--- config.mk ---
export PLATFORM = sky130hd
export DESIGN_NAME = virtual_mouse_event_aggregator
export DESIGN_NICKNAME = d
export VERILOG_FILES = /design/src/hdl/vmea_pkg.sv /design/src/hdl/vmea_div.sv /design/src/hdl/vmea_dp.sv /design/src/hdl/vmea_ctrl.sv /design/src/hdl/virtual_mouse_event_aggregator.sv
export SDC_FILE = /design/constraint.sdc
export NUM_CORES = 2
export LEC_CHECK = 0
export ABC_CLOCK_PERIOD_IN_PS = 7270
export BUFFER_PORTS_ARGS = -buffer_cell sky130_fd_sc_hd__buf_2
export CAP_MARGIN = 20
export CORE_MARGIN = 3
export CORE_UTILIZATION = 58
export CTS_CLUSTER_DIAMETER = 120
export DETAILED_ROUTE_END_ITERATION = 7
export GPL_ROUTABILITY_DRIVEN = 1
export GPL_TIMING_DRIVEN = 0
export PLACE_DENSITY = 0.77
export SYNTH_ARGS = -nofsm -noshare
export SYNTH_HDL_FRONTEND = slang
export SYNTH_HIERARCHICAL = 1
export SYNTH_SLANG_ARGS = --single-unit
export TNS_END_PERCENT = 100
--- constraint.sdc ---
create_clock -name clk -period 7.27 [get_ports clk]
set_input_delay 1.454 -clock clk [delete_from_list [all_inputs] [get_ports clk]]
set_output_delay 1.454 -clock clk [all_outputs]
set_load 0.02 [all_outputs]
--- src/hdl/vmea_pkg.sv ---
package vmea_pkg;

	localparam int UNITS_W = 16;
	localparam int SPD_W = 10;
	localparam int PER_W = 10;
	localparam int ID_W = 32;
	localparam int FUNC_W = 3;
	localparam int BTN_W = 3;
	localparam int AXIS_W = 2;
	localparam int KIND_W = 2;
	localparam int PIX_W = 16;
	localparam int CFG_IDX_W = 3;

	// Scaling datapath widths: (sum - neutral) is 17 bits, times speed is 28,
	// times period is 38 signed; 25 * (max - min) is 22 bits signed.
	localparam int NUM_W = 17;
	localparam int P1_W = 28;
	localparam int P2_W = 38;
	localparam int MAG_W = 37;
	localparam int DEN_W = 22;
	localparam int DMAG_W = 21;

	localparam logic [FUNC_W-1:0] FN_PRESS = 3'd0;
	localparam logic [FUNC_W-1:0] FN_RELEASE = 3'd1;
	localparam logic [FUNC_W-1:0] FN_MOVE = 3'd2;
	localparam logic [FUNC_W-1:0] FN_OVERRIDE = 3'd3;
	localparam logic [FUNC_W-1:0] FN_TICK = 3'd4;

	localparam logic [KIND_W-1:0] EV_DOWN = 2'd0;
	localparam logic [KIND_W-1:0] EV_UP = 2'd1;
	localparam logic [KIND_W-1:0] EV_MOVE = 2'd2;

	localparam logic [CFG_IDX_W-1:0] CFG_UNITS_MIN = 3'd0;
	localparam logic [CFG_IDX_W-1:0] CFG_UNITS_MAX = 3'd1;
	localparam logic [CFG_IDX_W-1:0] CFG_UNITS_NEUTRAL = 3'd2;
	localparam logic [CFG_IDX_W-1:0] CFG_DEFAULT_SPEED = 3'd3;
	localparam logic [CFG_IDX_W-1:0] CFG_POLL_PERIOD = 3'd4;

	localparam int VWHEEL_AXIS = 3;

	typedef struct packed {
		logic load;
		logic mark;
		logic srch_start;
		logic srch_run;
		logic commit;
		logic tick_init;
		logic btn_step;
		logic scan_start;
		logic scan_run;
		logic ax_load;
		logic mul1;
		logic mul2;
		logic div_start;
		logic ax_result;
		logic ax_next;
		logic flush;
	} cmd_t;

	typedef struct packed {
		logic mark;
		logic move_ok;
		logic ovr;
		logic tick;
		logic srch_done;
		logic btn_done;
		logic tick_move;
		logic scan_done;
		logic ax_skip;
		logic div_done;
		logic ax_last;
	} sts_t;

endpackage

--- src/hdl/vmea_div.sv ---
module vmea_div import vmea_pkg::*; #(
	parameter int NW = MAG_W,
	parameter int DW = DMAG_W
) (
	input  logic          clk,
	input  logic          arst_n,
	input  logic          start,
	input  logic [NW-1:0] num,
	input  logic [DW-1:0] den,
	output logic          done,
	output logic [NW-1:0] quo
);

	localparam int CNT_W = $clog2(NW + 1);

	logic [CNT_W-1:0] cnt_q;
	logic             busy_q;
	logic             done_q;
	logic [NW-1:0]    quo_q;
	logic [DW-1:0]    rem_q;
	logic [DW-1:0]    den_q;
	logic [DW:0]      sh;
	logic             ge;

	// One quotient bit per cycle, restoring form on magnitudes.
	assign sh = {rem_q, quo_q[NW-1]};
	assign ge = sh >= {1'b0, den_q};

	always_ff @(posedge clk or negedge arst_n) begin
		if (!arst_n) begin
			busy_q <= 1'b0;
			done_q <= 1'b0;
			cnt_q <= '0;
		end else begin
			done_q <= 1'b0;
			if (start) begin
				busy_q <= 1'b1;
				cnt_q <= CNT_W'(NW);
			end else if (busy_q) begin
				cnt_q <= cnt_q - 1'b1;
				if (cnt_q == CNT_W'(1)) begin
					busy_q <= 1'b0;
					done_q <= 1'b1;
				end
			end
		end
	end

	always_ff @(posedge clk) begin
		if (start) begin
			rem_q <= '0;
			quo_q <= num;
			den_q <= den;
		end else if (busy_q) begin
			rem_q <= ge ? DW'(sh - {1'b0, den_q}) : sh[DW-1:0];
			quo_q <= {quo_q[NW-2:0], ge};
		end
	end

	assign done = done_q;
	assign quo = quo_q;

endmodule

--- src/hdl/vmea_dp.sv ---
module vmea_dp import vmea_pkg::*; #(
	parameter int SOURCE_SLOTS = 16,
	parameter int BUTTON_COUNT = 5,
	parameter int AXIS_COUNT = 4
) (
	input  logic                        clk,
	input  logic                        arst_n,
	input  cmd_t                        cmd,
	output sts_t                        sts,
	input  logic [FUNC_W-1:0]           func,
	input  logic [BTN_W-1:0]            button,
	input  logic [AXIS_W-1:0]           axis,
	input  logic signed [UNITS_W-1:0]   movement_units,
	input  logic [ID_W-1:0]             source_id,
	input  logic                        override_present,
	input  logic [SPD_W-1:0]            speed_percent,
	input  logic                        has_focus,
	input  logic                        terminate,
	input  logic                        cfg_wr,
	input  logic [CFG_IDX_W-1:0]        cfg_index,
	input  logic [UNITS_W-1:0]          cfg_data,
	output logic                        result_strobe,
	output logic [KIND_W-1:0]           event_kind,
	output logic [BTN_W-1:0]            event_button,
	output logic [AXIS_W-1:0]           event_axis,
	output logic signed [PIX_W-1:0]     pixels,
	output logic                        last
);

	localparam int SW = (SOURCE_SLOTS > 1) ? $clog2(SOURCE_SLOTS) : 1;
	localparam int AXW = (AXIS_COUNT > 1) ? $clog2(AXIS_COUNT) : 1;
	localparam int BW = (BUTTON_COUNT > 1) ? $clog2(BUTTON_COUNT) : 1;
	localparam int CN = SOURCE_SLOTS * AXIS_COUNT;
	localparam int CW = (CN > 1) ? $clog2(CN) : 1;
	localparam int ACC_W = UNITS_W + $clog2(SOURCE_SLOTS);

	// Configuration registers.
	logic signed [UNITS_W-1:0] min_q, max_q, neu_q;
	logic [SPD_W-1:0]          dspd_q;
	logic [PER_W-1:0]          per_q;

	// Latched item.
	logic [FUNC_W-1:0]         func_q;
	logic [BTN_W-1:0]          button_q;
	logic [AXIS_W-1:0]         axis_q;
	logic signed [UNITS_W-1:0] units_q;
	logic [ID_W-1:0]           id_q;
	logic                      ovp_q;
	logic [SPD_W-1:0]          spd_in_q;
	logic                      focus_q, term_q;

	// Button state.
	logic [BUTTON_COUNT-1:0]   press_q, nrel_q, prev_q, nxt_q, chg_q;
	logic [BW-1:0]             bcnt_q;

	// Source table.
	logic [SOURCE_SLOTS-1:0]   src_vld_q;
	logic [SOURCE_SLOTS-1:0]   ovr_vld_q;
	logic [CN-1:0]             conw_q;
	logic [ID_W-1:0]           ident_mem [SOURCE_SLOTS];
	logic signed [UNITS_W-1:0] con_mem [CN];
	logic [SPD_W-1:0]          ovr_mem [SOURCE_SLOTS];

	// Slot walk shared by the source search and the tick scan.
	logic [SW-1:0]             sc_q;
	logic [AXW-1:0]            ac_q;
	logic                      issue_q;
	logic                      vs_s1, last_s1;
	logic [SW-1:0]             idx_s1;
	logic [ID_W-1:0]           id_rd_s1;
	logic                      src_vld_s1;
	logic signed [UNITS_W-1:0] con_rd_s1;
	logic                      gate_s1, ovg_s1;
	logic [SPD_W-1:0]          ovr_rd_s1;
	logic [SW-1:0]             fre_q, slot_q;
	logic                      fre_fnd_q, fnd_q;
	logic                      hit, walk_last;
	logic [CW-1:0]             caddr;

	// Commit.
	logic [SW-1:0]             sel;
	logic                      sel_ok;
	logic [CW-1:0]             waddr;

	// Axis scaling.
	logic signed [ACC_W-1:0]   acc_q [AXIS_COUNT];
	logic [SPD_W-1:0]          spd_q;
	logic                      spd_fnd_q;
	logic [AXW-1:0]            ax_q;
	logic signed [ACC_W-1:0]   acc_add;
	logic signed [ACC_W-1:0]   mn_x, mx_x, neu_x;
	logic signed [UNITS_W-1:0] cl;
	logic signed [NUM_W-1:0]   num_c, dif;
	logic signed [DEN_W-1:0]   den_c;
	logic signed [NUM_W-1:0]   num_q;
	logic signed [DEN_W-1:0]   den_q;
	logic signed [P1_W-1:0]    p1_q;
	logic signed [P2_W-1:0]    p2_q;
	logic                      sign_q;
	logic [MAG_W-1:0]          nmag;
	logic [DMAG_W-1:0]         dmag;
	logic                      div_done;
	logic [MAG_W-1:0]          quo;
	logic                      neg;
	logic signed [PIX_W-1:0]   pix_c;

	// Event staging: one event is held back so that the final one carries last.
	logic                      push_v;
	logic [KIND_W-1:0]         push_kind;
	logic [BTN_W-1:0]          push_btn;
	logic [AXIS_W-1:0]         push_axis;
	logic signed [PIX_W-1:0]   push_pix;
	logic                      pend_v_q;
	logic [KIND_W-1:0]         pend_kind_q;
	logic [BTN_W-1:0]          pend_btn_q;
	logic [AXIS_W-1:0]         pend_axis_q;
	logic signed [PIX_W-1:0]   pend_pix_q;
	logic                      ev_stb_q, ev_last_q;
	logic [KIND_W-1:0]         ev_kind_q;
	logic [BTN_W-1:0]          ev_btn_q;
	logic [AXIS_W-1:0]         ev_axis_q;
	logic signed [PIX_W-1:0]   ev_pix_q;

	always_ff @(posedge clk or negedge arst_n) begin
		if (!arst_n) begin
			min_q <= 16'sh8000;
			max_q <= 16'sh7FFF;
			neu_q <= '0;
			dspd_q <= SPD_W'(100);
			per_q <= PER_W'(10);
		end else if (cfg_wr) begin
			case (cfg_index)
				CFG_UNITS_MIN: min_q <= cfg_data;
				CFG_UNITS_MAX: max_q <= cfg_data;
				CFG_UNITS_NEUTRAL: neu_q <= cfg_data;
				CFG_DEFAULT_SPEED: dspd_q <= cfg_data[SPD_W-1:0];
				CFG_POLL_PERIOD: per_q <= cfg_data[PER_W-1:0];
				default: ;
			endcase
		end
	end

	always_ff @(posedge clk) begin
		if (cmd.load) begin
			func_q <= func;
			button_q <= button;
			axis_q <= axis;
			units_q <= movement_units;
			id_q <= source_id;
			ovp_q <= override_present;
			spd_in_q <= speed_percent;
			focus_q <= has_focus;
			term_q <= terminate;
		end
	end

	always_ff @(posedge clk or negedge arst_n) begin
		if (!arst_n) begin
			press_q <= '0;
			nrel_q <= '1;
			prev_q <= '0;
			nxt_q <= '0;
			chg_q <= '0;
			bcnt_q <= '0;
		end else begin
			if (cmd.mark && int'(button_q) < BUTTON_COUNT) begin
				if (func_q == FN_PRESS)
					press_q <= press_q | (BUTTON_COUNT'(1) << button_q);
				else
					nrel_q <= nrel_q & ~(BUTTON_COUNT'(1) << button_q);
			end
			if (cmd.tick_init) begin
				logic [BUTTON_COUNT-1:0] n;
				n = (focus_q && !term_q) ? (press_q | (prev_q & nrel_q)) : '0;
				nxt_q <= n;
				chg_q <= n ^ prev_q;
				prev_q <= n;
				press_q <= '0;
				nrel_q <= '1;
				bcnt_q <= '0;
			end else if (cmd.btn_step) begin
				nxt_q <= nxt_q >> 1;
				chg_q <= chg_q >> 1;
				bcnt_q <= bcnt_q + 1'b1;
			end
		end
	end

	assign caddr = CW'(int'(sc_q) * AXIS_COUNT + int'(ac_q));
	assign walk_last = (sc_q == SW'(SOURCE_SLOTS - 1)) && (ac_q == AXW'(AXIS_COUNT - 1));
	assign hit = vs_s1 && src_vld_s1 && (id_rd_s1 == id_q);

	always_ff @(posedge clk or negedge arst_n) begin
		if (!arst_n) begin
			sc_q <= '0;
			ac_q <= '0;
			issue_q <= 1'b0;
			vs_s1 <= 1'b0;
			last_s1 <= 1'b0;
			idx_s1 <= '0;
			fre_q <= '0;
			fre_fnd_q <= 1'b0;
			slot_q <= '0;
			fnd_q <= 1'b0;
		end else begin
			vs_s1 <= 1'b0;
			if (cmd.srch_start || cmd.scan_start) begin
				sc_q <= '0;
				ac_q <= '0;
				issue_q <= 1'b1;
				fre_fnd_q <= 1'b0;
				fnd_q <= 1'b0;
			end else if (cmd.srch_run && issue_q) begin
				vs_s1 <= 1'b1;
				idx_s1 <= sc_q;
				last_s1 <= sc_q == SW'(SOURCE_SLOTS - 1);
				if (!src_vld_q[sc_q] && !fre_fnd_q) begin
					fre_q <= sc_q;
					fre_fnd_q <= 1'b1;
				end
				if (sc_q == SW'(SOURCE_SLOTS - 1))
					issue_q <= 1'b0;
				else
					sc_q <= sc_q + 1'b1;
			end else if (cmd.scan_run && issue_q) begin
				vs_s1 <= 1'b1;
				last_s1 <= walk_last;
				if (walk_last) begin
					issue_q <= 1'b0;
				end else if (ac_q == AXW'(AXIS_COUNT - 1)) begin
					ac_q <= '0;
					sc_q <= sc_q + 1'b1;
				end else begin
					ac_q <= ac_q + 1'b1;
				end
			end
			if (cmd.srch_run && hit && !fnd_q) begin
				slot_q <= idx_s1;
				fnd_q <= 1'b1;
			end
		end
	end

	// Flag reads of the walk, registered alongside the memory reads.
	always_ff @(posedge clk) begin
		src_vld_s1 <= src_vld_q[sc_q];
		gate_s1 <= conw_q[caddr] && src_vld_q[sc_q];
		ovg_s1 <= (ac_q == '0) && ovr_vld_q[sc_q] && src_vld_q[sc_q];
	end

	assign sel = fnd_q ? slot_q : fre_q;
	assign sel_ok = fnd_q || fre_fnd_q;
	assign waddr = CW'(int'(sel) * AXIS_COUNT + int'(axis_q));

	always_ff @(posedge clk) begin
		id_rd_s1 <= ident_mem[sc_q];
		if (cmd.commit && sel_ok && !fnd_q)
			ident_mem[sel] <= id_q;
	end

	always_ff @(posedge clk) begin
		con_rd_s1 <= con_mem[caddr];
		if (cmd.commit && sel_ok && func_q == FN_MOVE)
			con_mem[waddr] <= units_q;
	end

	always_ff @(posedge clk) begin
		ovr_rd_s1 <= ovr_mem[sc_q];
		if (cmd.commit && sel_ok && func_q == FN_OVERRIDE)
			ovr_mem[sel] <= spd_in_q;
	end

	// A contribution reads as zero until its source has written that axis.
	always_ff @(posedge clk or negedge arst_n) begin
		if (!arst_n) begin
			src_vld_q <= '0;
			ovr_vld_q <= '0;
			conw_q <= '0;
		end else if (cmd.commit && sel_ok) begin
			if (!fnd_q) begin
				src_vld_q[sel] <= 1'b1;
				ovr_vld_q[sel] <= 1'b0;
				for (int a = 0; a < AXIS_COUNT; a++)
					conw_q[CW'(int'(sel) * AXIS_COUNT + a)] <= 1'b0;
			end
			if (func_q == FN_MOVE)
				conw_q[waddr] <= 1'b1;
			if (func_q == FN_OVERRIDE)
				ovr_vld_q[sel] <= ovp_q;
		end
	end

	assign acc_add = acc_q[0] + (gate_s1 ? ACC_W'(con_rd_s1) : ACC_W'(0));

	// The accumulators form a ring so that the head always holds the current axis.
	always_ff @(posedge clk or negedge arst_n) begin
		if (!arst_n) begin
			for (int a = 0; a < AXIS_COUNT; a++)
				acc_q[a] <= '0;
			spd_q <= '0;
			spd_fnd_q <= 1'b0;
			ax_q <= '0;
		end else begin
			if (cmd.scan_start) begin
				for (int a = 0; a < AXIS_COUNT; a++)
					acc_q[a] <= '0;
				spd_q <= dspd_q;
				spd_fnd_q <= 1'b0;
				ax_q <= '0;
			end else if (cmd.scan_run && vs_s1) begin
				for (int a = 0; a < AXIS_COUNT - 1; a++)
					acc_q[a] <= acc_q[a+1];
				acc_q[AXIS_COUNT-1] <= acc_add;
				if (ovg_s1 && !spd_fnd_q) begin
					spd_q <= ovr_rd_s1;
					spd_fnd_q <= 1'b1;
				end
			end else if (cmd.ax_next) begin
				for (int a = 0; a < AXIS_COUNT - 1; a++)
					acc_q[a] <= acc_q[a+1];
				acc_q[AXIS_COUNT-1] <= acc_q[0];
				ax_q <= ax_q + 1'b1;
			end
		end
	end

	assign mn_x = ACC_W'(min_q);
	assign mx_x = ACC_W'(max_q);
	assign neu_x = ACC_W'(neu_q);

	always_comb begin
		if (acc_q[0] > mx_x)
			cl = max_q;
		else if (acc_q[0] < mn_x)
			cl = min_q;
		else
			cl = acc_q[0][UNITS_W-1:0];
	end

	assign num_c = NUM_W'(cl) - NUM_W'(neu_q);
	assign dif = NUM_W'(max_q) - NUM_W'(min_q);
	assign den_c = (DEN_W'(dif) <<< 4) + (DEN_W'(dif) <<< 3) + DEN_W'(dif);

	assign nmag = p2_q[P2_W-1] ? MAG_W'(-p2_q) : MAG_W'(p2_q);
	assign dmag = den_q[DEN_W-1] ? DMAG_W'(-den_q) : DMAG_W'(den_q);

	always_ff @(posedge clk) begin
		if (cmd.ax_load) begin
			num_q <= num_c;
			den_q <= den_c;
		end
		if (cmd.mul1)
			p1_q <= num_q * $signed({1'b0, spd_q});
		if (cmd.mul2)
			p2_q <= p1_q * $signed({1'b0, per_q});
		if (cmd.div_start)
			sign_q <= p2_q[P2_W-1] ^ den_q[DEN_W-1];
	end

	vmea_div #(
		.NW(MAG_W),
		.DW(DMAG_W)
	) u_div (
		.clk(clk),
		.arst_n(arst_n),
		.start(cmd.div_start),
		.num(nmag),
		.den(dmag),
		.done(div_done),
		.quo(quo)
	);

	assign neg = sign_q ^ (int'(ax_q) == VWHEEL_AXIS);

	always_comb begin
		if (!neg)
			pix_c = (quo > MAG_W'(32767)) ? 16'sh7FFF : $signed(quo[PIX_W-1:0]);
		else
			pix_c = (quo > MAG_W'(32768)) ? 16'sh8000 : $signed(-quo[PIX_W-1:0]);
	end

	always_comb begin
		push_v = 1'b0;
		push_kind = EV_MOVE;
		push_btn = '0;
		push_axis = '0;
		push_pix = '0;
		if (cmd.btn_step && chg_q[0]) begin
			push_v = 1'b1;
			push_kind = nxt_q[0] ? EV_DOWN : EV_UP;
			push_btn = BTN_W'(bcnt_q);
		end else if (cmd.ax_result && quo != '0) begin
			push_v = 1'b1;
			push_axis = AXIS_W'(ax_q);
			push_pix = pix_c;
		end
	end

	always_ff @(posedge clk or negedge arst_n) begin
		if (!arst_n) begin
			pend_v_q <= 1'b0;
			ev_stb_q <= 1'b0;
		end else begin
			ev_stb_q <= 1'b0;
			if (push_v) begin
				pend_v_q <= 1'b1;
				ev_stb_q <= pend_v_q;
			end else if (cmd.flush && pend_v_q) begin
				pend_v_q <= 1'b0;
				ev_stb_q <= 1'b1;
			end
		end
	end

	always_ff @(posedge clk) begin
		if (push_v) begin
			pend_kind_q <= push_kind;
			pend_btn_q <= push_btn;
			pend_axis_q <= push_axis;
			pend_pix_q <= push_pix;
		end
		if (push_v || cmd.flush) begin
			ev_kind_q <= pend_kind_q;
			ev_btn_q <= pend_btn_q;
			ev_axis_q <= pend_axis_q;
			ev_pix_q <= pend_pix_q;
			ev_last_q <= !push_v;
		end
	end

	assign result_strobe = ev_stb_q;
	assign event_kind = ev_kind_q;
	assign event_button = ev_btn_q;
	assign event_axis = ev_axis_q;
	assign pixels = ev_pix_q;
	assign last = ev_last_q;

	always_comb begin
		sts.mark = (func_q == FN_PRESS) || (func_q == FN_RELEASE);
		sts.move_ok = (func_q == FN_MOVE) && (int'(axis_q) < AXIS_COUNT);
		sts.ovr = func_q == FN_OVERRIDE;
		sts.tick = func_q == FN_TICK;
		sts.srch_done = vs_s1 && (last_s1 || hit);
		sts.btn_done = bcnt_q == BW'(BUTTON_COUNT - 1);
		sts.tick_move = focus_q && !term_q;
		sts.scan_done = vs_s1 && last_s1;
		sts.ax_skip = (acc_q[0] == neu_x) || (den_c == '0);
		sts.div_done = div_done;
		sts.ax_last = ax_q == AXW'(AXIS_COUNT - 1);
	end

	a_last_ends_tick: assert property (@(posedge clk) disable iff (!arst_n)
		ev_stb_q && ev_last_q |=> !ev_stb_q)
		else $error("event followed the final event of a tick");

	a_move_nonzero: assert property (@(posedge clk) disable iff (!arst_n)
		ev_stb_q && ev_kind_q == EV_MOVE |-> ev_pix_q != '0)
		else $error("movement event with zero pixels");

	a_button_clean: assert property (@(posedge clk) disable iff (!arst_n)
		ev_stb_q && ev_kind_q != EV_MOVE |-> ev_pix_q == '0 && ev_axis_q == '0)
		else $error("button event carries movement fields");

endmodule

--- src/hdl/vmea_ctrl.sv ---
module vmea_ctrl import vmea_pkg::*; (
	input  logic clk,
	input  logic arst_n,
	input  logic start,
	output logic busy,
	input  sts_t sts,
	output cmd_t cmd
);

	typedef enum logic [12:0] {
		S_IDLE   = 13'b0000000000001,
		S_DECODE = 13'b0000000000010,
		S_SRCH   = 13'b0000000000100,
		S_COMMIT = 13'b0000000001000,
		S_BTN    = 13'b0000000010000,
		S_SCAN   = 13'b0000000100000,
		S_CLAMP  = 13'b0000001000000,
		S_MUL1   = 13'b0000010000000,
		S_MUL2   = 13'b0000100000000,
		S_DIVGO  = 13'b0001000000000,
		S_DIV    = 13'b0010000000000,
		S_RES    = 13'b0100000000000,
		S_FLUSH  = 13'b1000000000000
	} state_t;

	state_t state_q, state_d;

	always_ff @(posedge clk or negedge arst_n) begin
		if (!arst_n)
			state_q <= S_IDLE;
		else
			state_q <= state_d;
	end

	always_comb begin
		cmd = '0;
		state_d = state_q;
		case (state_q)
			S_IDLE: begin
				if (start) begin
					cmd.load = 1'b1;
					state_d = S_DECODE;
				end
			end
			S_DECODE: begin
				if (sts.mark) begin
					cmd.mark = 1'b1;
					state_d = S_IDLE;
				end else if (sts.move_ok || sts.ovr) begin
					cmd.srch_start = 1'b1;
					state_d = S_SRCH;
				end else if (sts.tick) begin
					cmd.tick_init = 1'b1;
					state_d = S_BTN;
				end else begin
					state_d = S_IDLE;
				end
			end
			S_SRCH: begin
				cmd.srch_run = 1'b1;
				if (sts.srch_done)
					state_d = S_COMMIT;
			end
			S_COMMIT: begin
				cmd.commit = 1'b1;
				state_d = S_IDLE;
			end
			S_BTN: begin
				cmd.btn_step = 1'b1;
				if (sts.btn_done) begin
					if (sts.tick_move) begin
						cmd.scan_start = 1'b1;
						state_d = S_SCAN;
					end else begin
						state_d = S_FLUSH;
					end
				end
			end
			S_SCAN: begin
				cmd.scan_run = 1'b1;
				if (sts.scan_done)
					state_d = S_CLAMP;
			end
			S_CLAMP: begin
				cmd.ax_load = 1'b1;
				if (sts.ax_skip) begin
					cmd.ax_next = 1'b1;
					state_d = sts.ax_last ? S_FLUSH : S_CLAMP;
				end else begin
					state_d = S_MUL1;
				end
			end
			S_MUL1: begin
				cmd.mul1 = 1'b1;
				state_d = S_MUL2;
			end
			S_MUL2: begin
				cmd.mul2 = 1'b1;
				state_d = S_DIVGO;
			end
			S_DIVGO: begin
				cmd.div_start = 1'b1;
				state_d = S_DIV;
			end
			S_DIV: begin
				if (sts.div_done)
					state_d = S_RES;
			end
			S_RES: begin
				cmd.ax_result = 1'b1;
				cmd.ax_next = 1'b1;
				state_d = sts.ax_last ? S_FLUSH : S_CLAMP;
			end
			S_FLUSH: begin
				cmd.flush = 1'b1;
				state_d = S_IDLE;
			end
			default: state_d = S_IDLE;
		endcase
	end

	assign busy = state_q != S_IDLE;

	a_div_in_wait: assert property (@(posedge clk) disable iff (!arst_n)
		sts.div_done |-> state_q == S_DIV)
		else $error("divider finished outside its wait state");

	a_start_decodes: assert property (@(posedge clk) disable iff (!arst_n)
		start && !busy |=> state_q == S_DECODE)
		else $error("accepted transaction was not decoded");

endmodule

--- src/hdl/virtual_mouse_event_aggregator.sv ---
// Movement and override items search the source identity memory one slot per cycle, stopping
// at a matching identity or at the last slot.
// A tick steps through the buttons, walks the contribution memory and runs the bit-serial divider
// for each moving axis.
// One item is in flight at a time; events appear one per strobe and cannot be held off.
// Reset clears all marks, buttons, source and override valid bits and loads register defaults.
module virtual_mouse_event_aggregator import vmea_pkg::*; #(
	parameter int SOURCE_SLOTS = 16,
	parameter int BUTTON_COUNT = 5,
	parameter int AXIS_COUNT = 4
) (
	input  logic                      clk,
	input  logic                      arst_n,
	input  logic                      start,
	output logic                      busy,
	input  logic [FUNC_W-1:0]         func,
	input  logic [BTN_W-1:0]          button,
	input  logic [AXIS_W-1:0]         axis,
	input  logic signed [UNITS_W-1:0] movement_units,
	input  logic [ID_W-1:0]           source_id,
	input  logic                      override_present,
	input  logic [SPD_W-1:0]          speed_percent,
	input  logic                      has_focus,
	input  logic                      terminate,
	input  logic                      cfg_valid,
	output logic                      cfg_ready,
	input  logic [CFG_IDX_W-1:0]      cfg_index,
	input  logic [UNITS_W-1:0]        cfg_data,
	output logic                      result_strobe,
	output logic [KIND_W-1:0]         event_kind,
	output logic [BTN_W-1:0]          event_button,
	output logic [AXIS_W-1:0]         event_axis,
	output logic signed [PIX_W-1:0]   pixels,
	output logic                      last
);

	cmd_t cmd;
	sts_t sts;

	assign cfg_ready = 1'b1;

	vmea_ctrl u_ctrl (
		.clk(clk),
		.arst_n(arst_n),
		.start(start),
		.busy(busy),
		.sts(sts),
		.cmd(cmd)
	);

	vmea_dp #(
		.SOURCE_SLOTS(SOURCE_SLOTS),
		.BUTTON_COUNT(BUTTON_COUNT),
		.AXIS_COUNT(AXIS_COUNT)
	) u_dp (
		.clk(clk),
		.arst_n(arst_n),
		.cmd(cmd),
		.sts(sts),
		.func(func),
		.button(button),
		.axis(axis),
		.movement_units(movement_units),
		.source_id(source_id),
		.override_present(override_present),
		.speed_percent(speed_percent),
		.has_focus(has_focus),
		.terminate(terminate),
		.cfg_wr(cfg_valid && cfg_ready),
		.cfg_index(cfg_index),
		.cfg_data(cfg_data),
		.result_strobe(result_strobe),
		.event_kind(event_kind),
		.event_button(event_button),
		.event_axis(event_axis),
		.pixels(pixels),
		.last(last)
	);

endmodule
==> results <==
- The via count of the first global-routing pass came to 71460.
- Synthesis produced 7329 cells.
- At the pin with the least slew margin, the transition time is 1.311 ns.
- Together, buffers and inverters on the worst path number 5.
- The total CTS buffers is 223.
- The flow ran to the end, and the final reports show no timing, DRC or antenna violations.
- The post-route met1 wirelength is 111.2 mm.
- For this configuration, the core starts out at a cell density of 0.5842.
- The later pin in the worst-skew pair is clocked with a latency of 0.91 ns.
- The highest layer used for signal routing is met5.
- The count of final max-slew check failures is 0.
- The largest net degree at the start of global routing is 120.
- The start point of the worst min-delay path is u_dp/pend_pix_q[14].
- The endpoint identified for the worst register-to-register timing path is u_dp/acc_q[41].
- In this run the core area contains 162 standard-cell rows.
- The H-tree generated during clock tree synthesis spans 4 levels.
- The aggregate routed wire length is 326.1 mm.
- The root buffer cell is clkbuf_16.
- The number of violations reported at the end of detailed-routing iteration 0 is 9398.
- The library cell used most frequently in the layout, excluding fill and tap cells, is edfxtp_1.
- Counting flops with a built-in enable in the synthesized netlist gives 1976.
- Setup repair after global routing could not meet its margin everywhere.
- The share of the yosys chip area belonging to registers is 0.6077.
- Detailed placement ended at an HPWL of 208.0 mm.
- The setup check on the worst reg-to-reg path leaves a slack of 0.1 ns.
- The cell type with the highest occurrence count on the critical path is a21oi_2.
- In the final layout, the share of cells above drive strength 1 is 0.2109.
- The worst slew margin relative to its limit is 0.1259.
- The iteration count of the initial detailed-routing pass is 7.
- The total area inside the core boundary comes to 195200 um2.
- The congestion estimate from routability-driven global placement came to 0.9055.
- The TritonCTS clock tree is done.
- The floorplan die width is 449.4 um.
- The synthesized net count is 8118.
- The share of the core filled with cells is 0.6686.
- For this run, the number of standard cells in the final layout without fillers is 10720.
- In this run the remaining antenna-violating nets after routing total 0.
- The instance count after placement with tap cells included is 10220.
- The most used flip-flop cell after synthesis is edfxtp_1.
- The post-route clock period utilization is 0.9864.
- In the global route stage, overall resource usage came out at 0.3170.
- During synthesis, Yosys emitted a total of 6 warnings.
- After layout, the minimum clock period comes to 7.171 ns.
- The worst hold path was traced through 0 stages.
- The number of unique standard cell types used by synthesis is 97.
- The met3 layer wire length in the routed design is 35.20 mm.
- In this run the worst hold path is classified as reg2reg.
- STA classifies the critical path startpoint as a flip-flop.
- During placement, the flow inserted port buffers numbering 117.
- Data on the critical path arrives at its endpoint at 7.88 ns.
- The initial antenna violation count was 17.
- In this run the power density over the cells is 495.2 nW/um2.
- The mapped netlist covers 114000 um2.
- The worst setup path is captured at a flip-flop.
- The maximum fanout count along the critical path is 8.
- Dividing the detail-routed wire length by the instance count gives 30.41 um.
- The mean number of vias per cell is 6.498.
- The number of nets in the finished design is 8681.
- The total overflow reported by the global router is 0.
- The residual DRC count is 0.
- The area enclosed by the die boundary is 202000 um2.
- The mean instance size in the synthesized netlist is 15.56 um2.
- In the layout the commonest cells are edfxtp_1 (1976), inv_1 (638), mux4_2 (577).
- The required time at the endpoint of the critical path is 7.98 ns.
- The post-synthesis sequential element count is 2389.
- For this run, asynchronously set or reset flops after synthesis account for 0.1386.
- The clock drives 2389 sinks.
- The floorplan step set the die height to 449.4 um.
- The worst register-to-register path has a depth of 31.
- The total number of vias is 69680.
- Counting along the longest clock path gives a buffer depth of 3.
- Timing would allow up to 0.1394 GHz.
- Relative to the synthesized area, the layout overhead comes to 14.46%.
- The top-level I/O count is 119.
- On the worst path, the slowest cell contributes a delay of 0.56 ns.
- The worst-case clock skew is 0.1109 ns.
- The count of max-cap constraint violations is 0.
- Setup violations remaining at the end of the flow were counted as 0.
- The type of the setup path with the least slack is reg2reg.
- Summed over all cells, the static leakage comes to 0.04792 uW.
- The largest individual stage delay along the critical path comes from the cell dfstp_2.
- The wire length of the first global-routing pass is 471.3 mm.
- The family with the most delay on the worst path is compound AO/OA/AOI/OAI gates.
- The routed length on met2 is 160.0 mm.
- The reg-to-reg startpoint is u_dp/max_q[1].
- After clock tree synthesis, the clock-pin slew on the worst setup and hold paths is 0.06 ns.
- The worst voltage drop across the vdd grid is 0.001768 V.
- The worst hold path terminates at u_dp/pixels[14].
- The final count of hold timing violations came to 0.
==> through the flow <==
| step | cell area, um2 | TNS, ns | total power (uW) | hold slack [ns] | setup slack, ns |
|---|---|---|---|---|---|
| 4_1_cts | 129100 | -0.005960 | 64470 | 0.4112 | -0.005437 |
| 6_report | 130500 | 0 | 64630 | 0.4094 | 0.09861 |
| 3_3_place_gp | 117900 | -698.70 | 51260 | 0.4024 | -2.025 |
| 5_1_grt | 130500 | -10.05 | 69550 | 0.4260 | -0.1929 |
| 2_1_floorplan | 114000 | 0 | 43920 | 0.4003 | 0.3049 |
| 3_5_place_dp | 121000 | -106.82 | 51910 | 0.4061 | -1.419 |
==> power by group <==
group	internal, uW	total (uW)	leakage (uW)	switching (uW)
clock	6770	12200	0.00369	5410
combinational	14900	34600	0.0214	19600
sequential	17400	17900	0.0229	481
==> cells by family after synthesis <==
| group | count (synthesis) | share of synthesized area |
|---|---|---|
| and+or+nand+nor | 1513 | 0.06586 |
| AOI/OAI and AO/OA | 753 | 0.04190 |
| xor gates and xnor gates | 258 | 0.01982 |
| buffers and inverters | 987 | 0.03306 |
| other | 1 | 0.00003289 |
| DFF | 2389 | 0.6077 |
| adders and majority gates | 697 | 0.1033 |
| muxes | 731 | 0.1283 |
==> layer usage <==
metal | up-vias | global-route usage
li1 | 28120 | -
met2 | 4943 | 0.5151
met4 | 12 | 0.1593
met3 | 1101 | 0.07150
met5 | - | 0
met1 | 35500 | 0.4053
==> synthesized netlist by cell type, drive strengths merged (32+ instances only) <==
cell | instances | area (um2)
dfxtp | 82 | 1642
nor2 | 269 | 1012
dfrtp | 304 | 7607
fa | 408 | 8168
nand2b | 104 | 650.6
mux2 | 74 | 833.3
a211oi | 39 | 292.8
mux4 | 577 | 12990
ha | 289 | 3616
a31oi | 32 | 200.2
nand3 | 56 | 285.3
xor2 | 83 | 727.0
a21oi | 159 | 807.0
inv | 650 | 2440
nand4 | 34 | 212.7
or2 | 58 | 362.8
nand2 | 539 | 2023
nor3 | 49 | 255.3
o21ai | 252 | 1261
a21o | 91 | 684.4
clkbuf | 259 | 974.7
edfxtp | 1976 | 59340
and2 | 239 | 1498
buf | 78 | 355.3
mux2i | 80 | 800.8
xnor2 | 175 | 1533
==> cell type report <==
type | count | area, um2
clock inverters | 144 | 1670
fillers | 12520 | 64680
flip-flops and latches | 2389 | 69300
repair buffers | 345 | 4402
plain buffers | 330 | 1486
clock buffers | 281 | 5968
multi-input cells | 3953 | 41950
diodes | 7 | 17.52
inverters | 650 | 2440
well taps | 2624 | 3283
==> timing repair <==
action | in CTS | in global routing
resized for setup | 95 | 238
pin swaps | 21 | 89
setup endpoints to repair | 85 | 96
hold buffers | 0 | 0
setup buffers | 15 | 15
cloned | 5 | 7
==> flip-flops by register name (all words and copies together) (netlist names), 13 cells and up <==
name,cells
u_dp/max_q,16
u_dp/units_q,16
u_dp/ovr_mem,160
u_dp/con_mem,1024
u_dp/min_q,16
u_dp/id_q,32
u_dp/u_div/rem_q,21
u_dp/den_q,22
u_dp/id_rd_s1,32
u_dp/neu_q,16
u_dp/ident_mem,512
u_dp/ovr_vld_q,16
u_dp/pend_pix_q,16
u_dp/pixels,16
u_dp/num_q,17
u_dp/u_div/den_q,21
u_dp/p1_q,28
u_dp/u_div/quo,37
u_ctrl/state_q,13
u_dp/con_rd_s1,16
u_dp/p2_q,38
u_dp/conw_q,64
u_dp/acc_q,80
u_dp/src_vld_q,16
==> worst max path at each step <==
stage / from / slack [ns] / endpoint / cells after the start
floorplan: u_dp/max_q[1] / 0.30 / u_dp/acc_q[0] / 27
global route: u_dp/max_q[1] / -0.19 / u_dp/acc_q[16] / 32
detailed placement: u_dp/max_q[0] / -1.42 / u_dp/acc_q[5] / 30
CTS: u_dp/max_q[0] / -0.005 / u_dp/acc_q[25] / 34
global placement: u_dp/max_q[0] / -2.02 / u_dp/acc_q[5] / 29
finish: u_dp/max_q[1] / 0.1 / u_dp/acc_q[41] / 31
No activity file was read; power rests on OpenSTA's default activity.
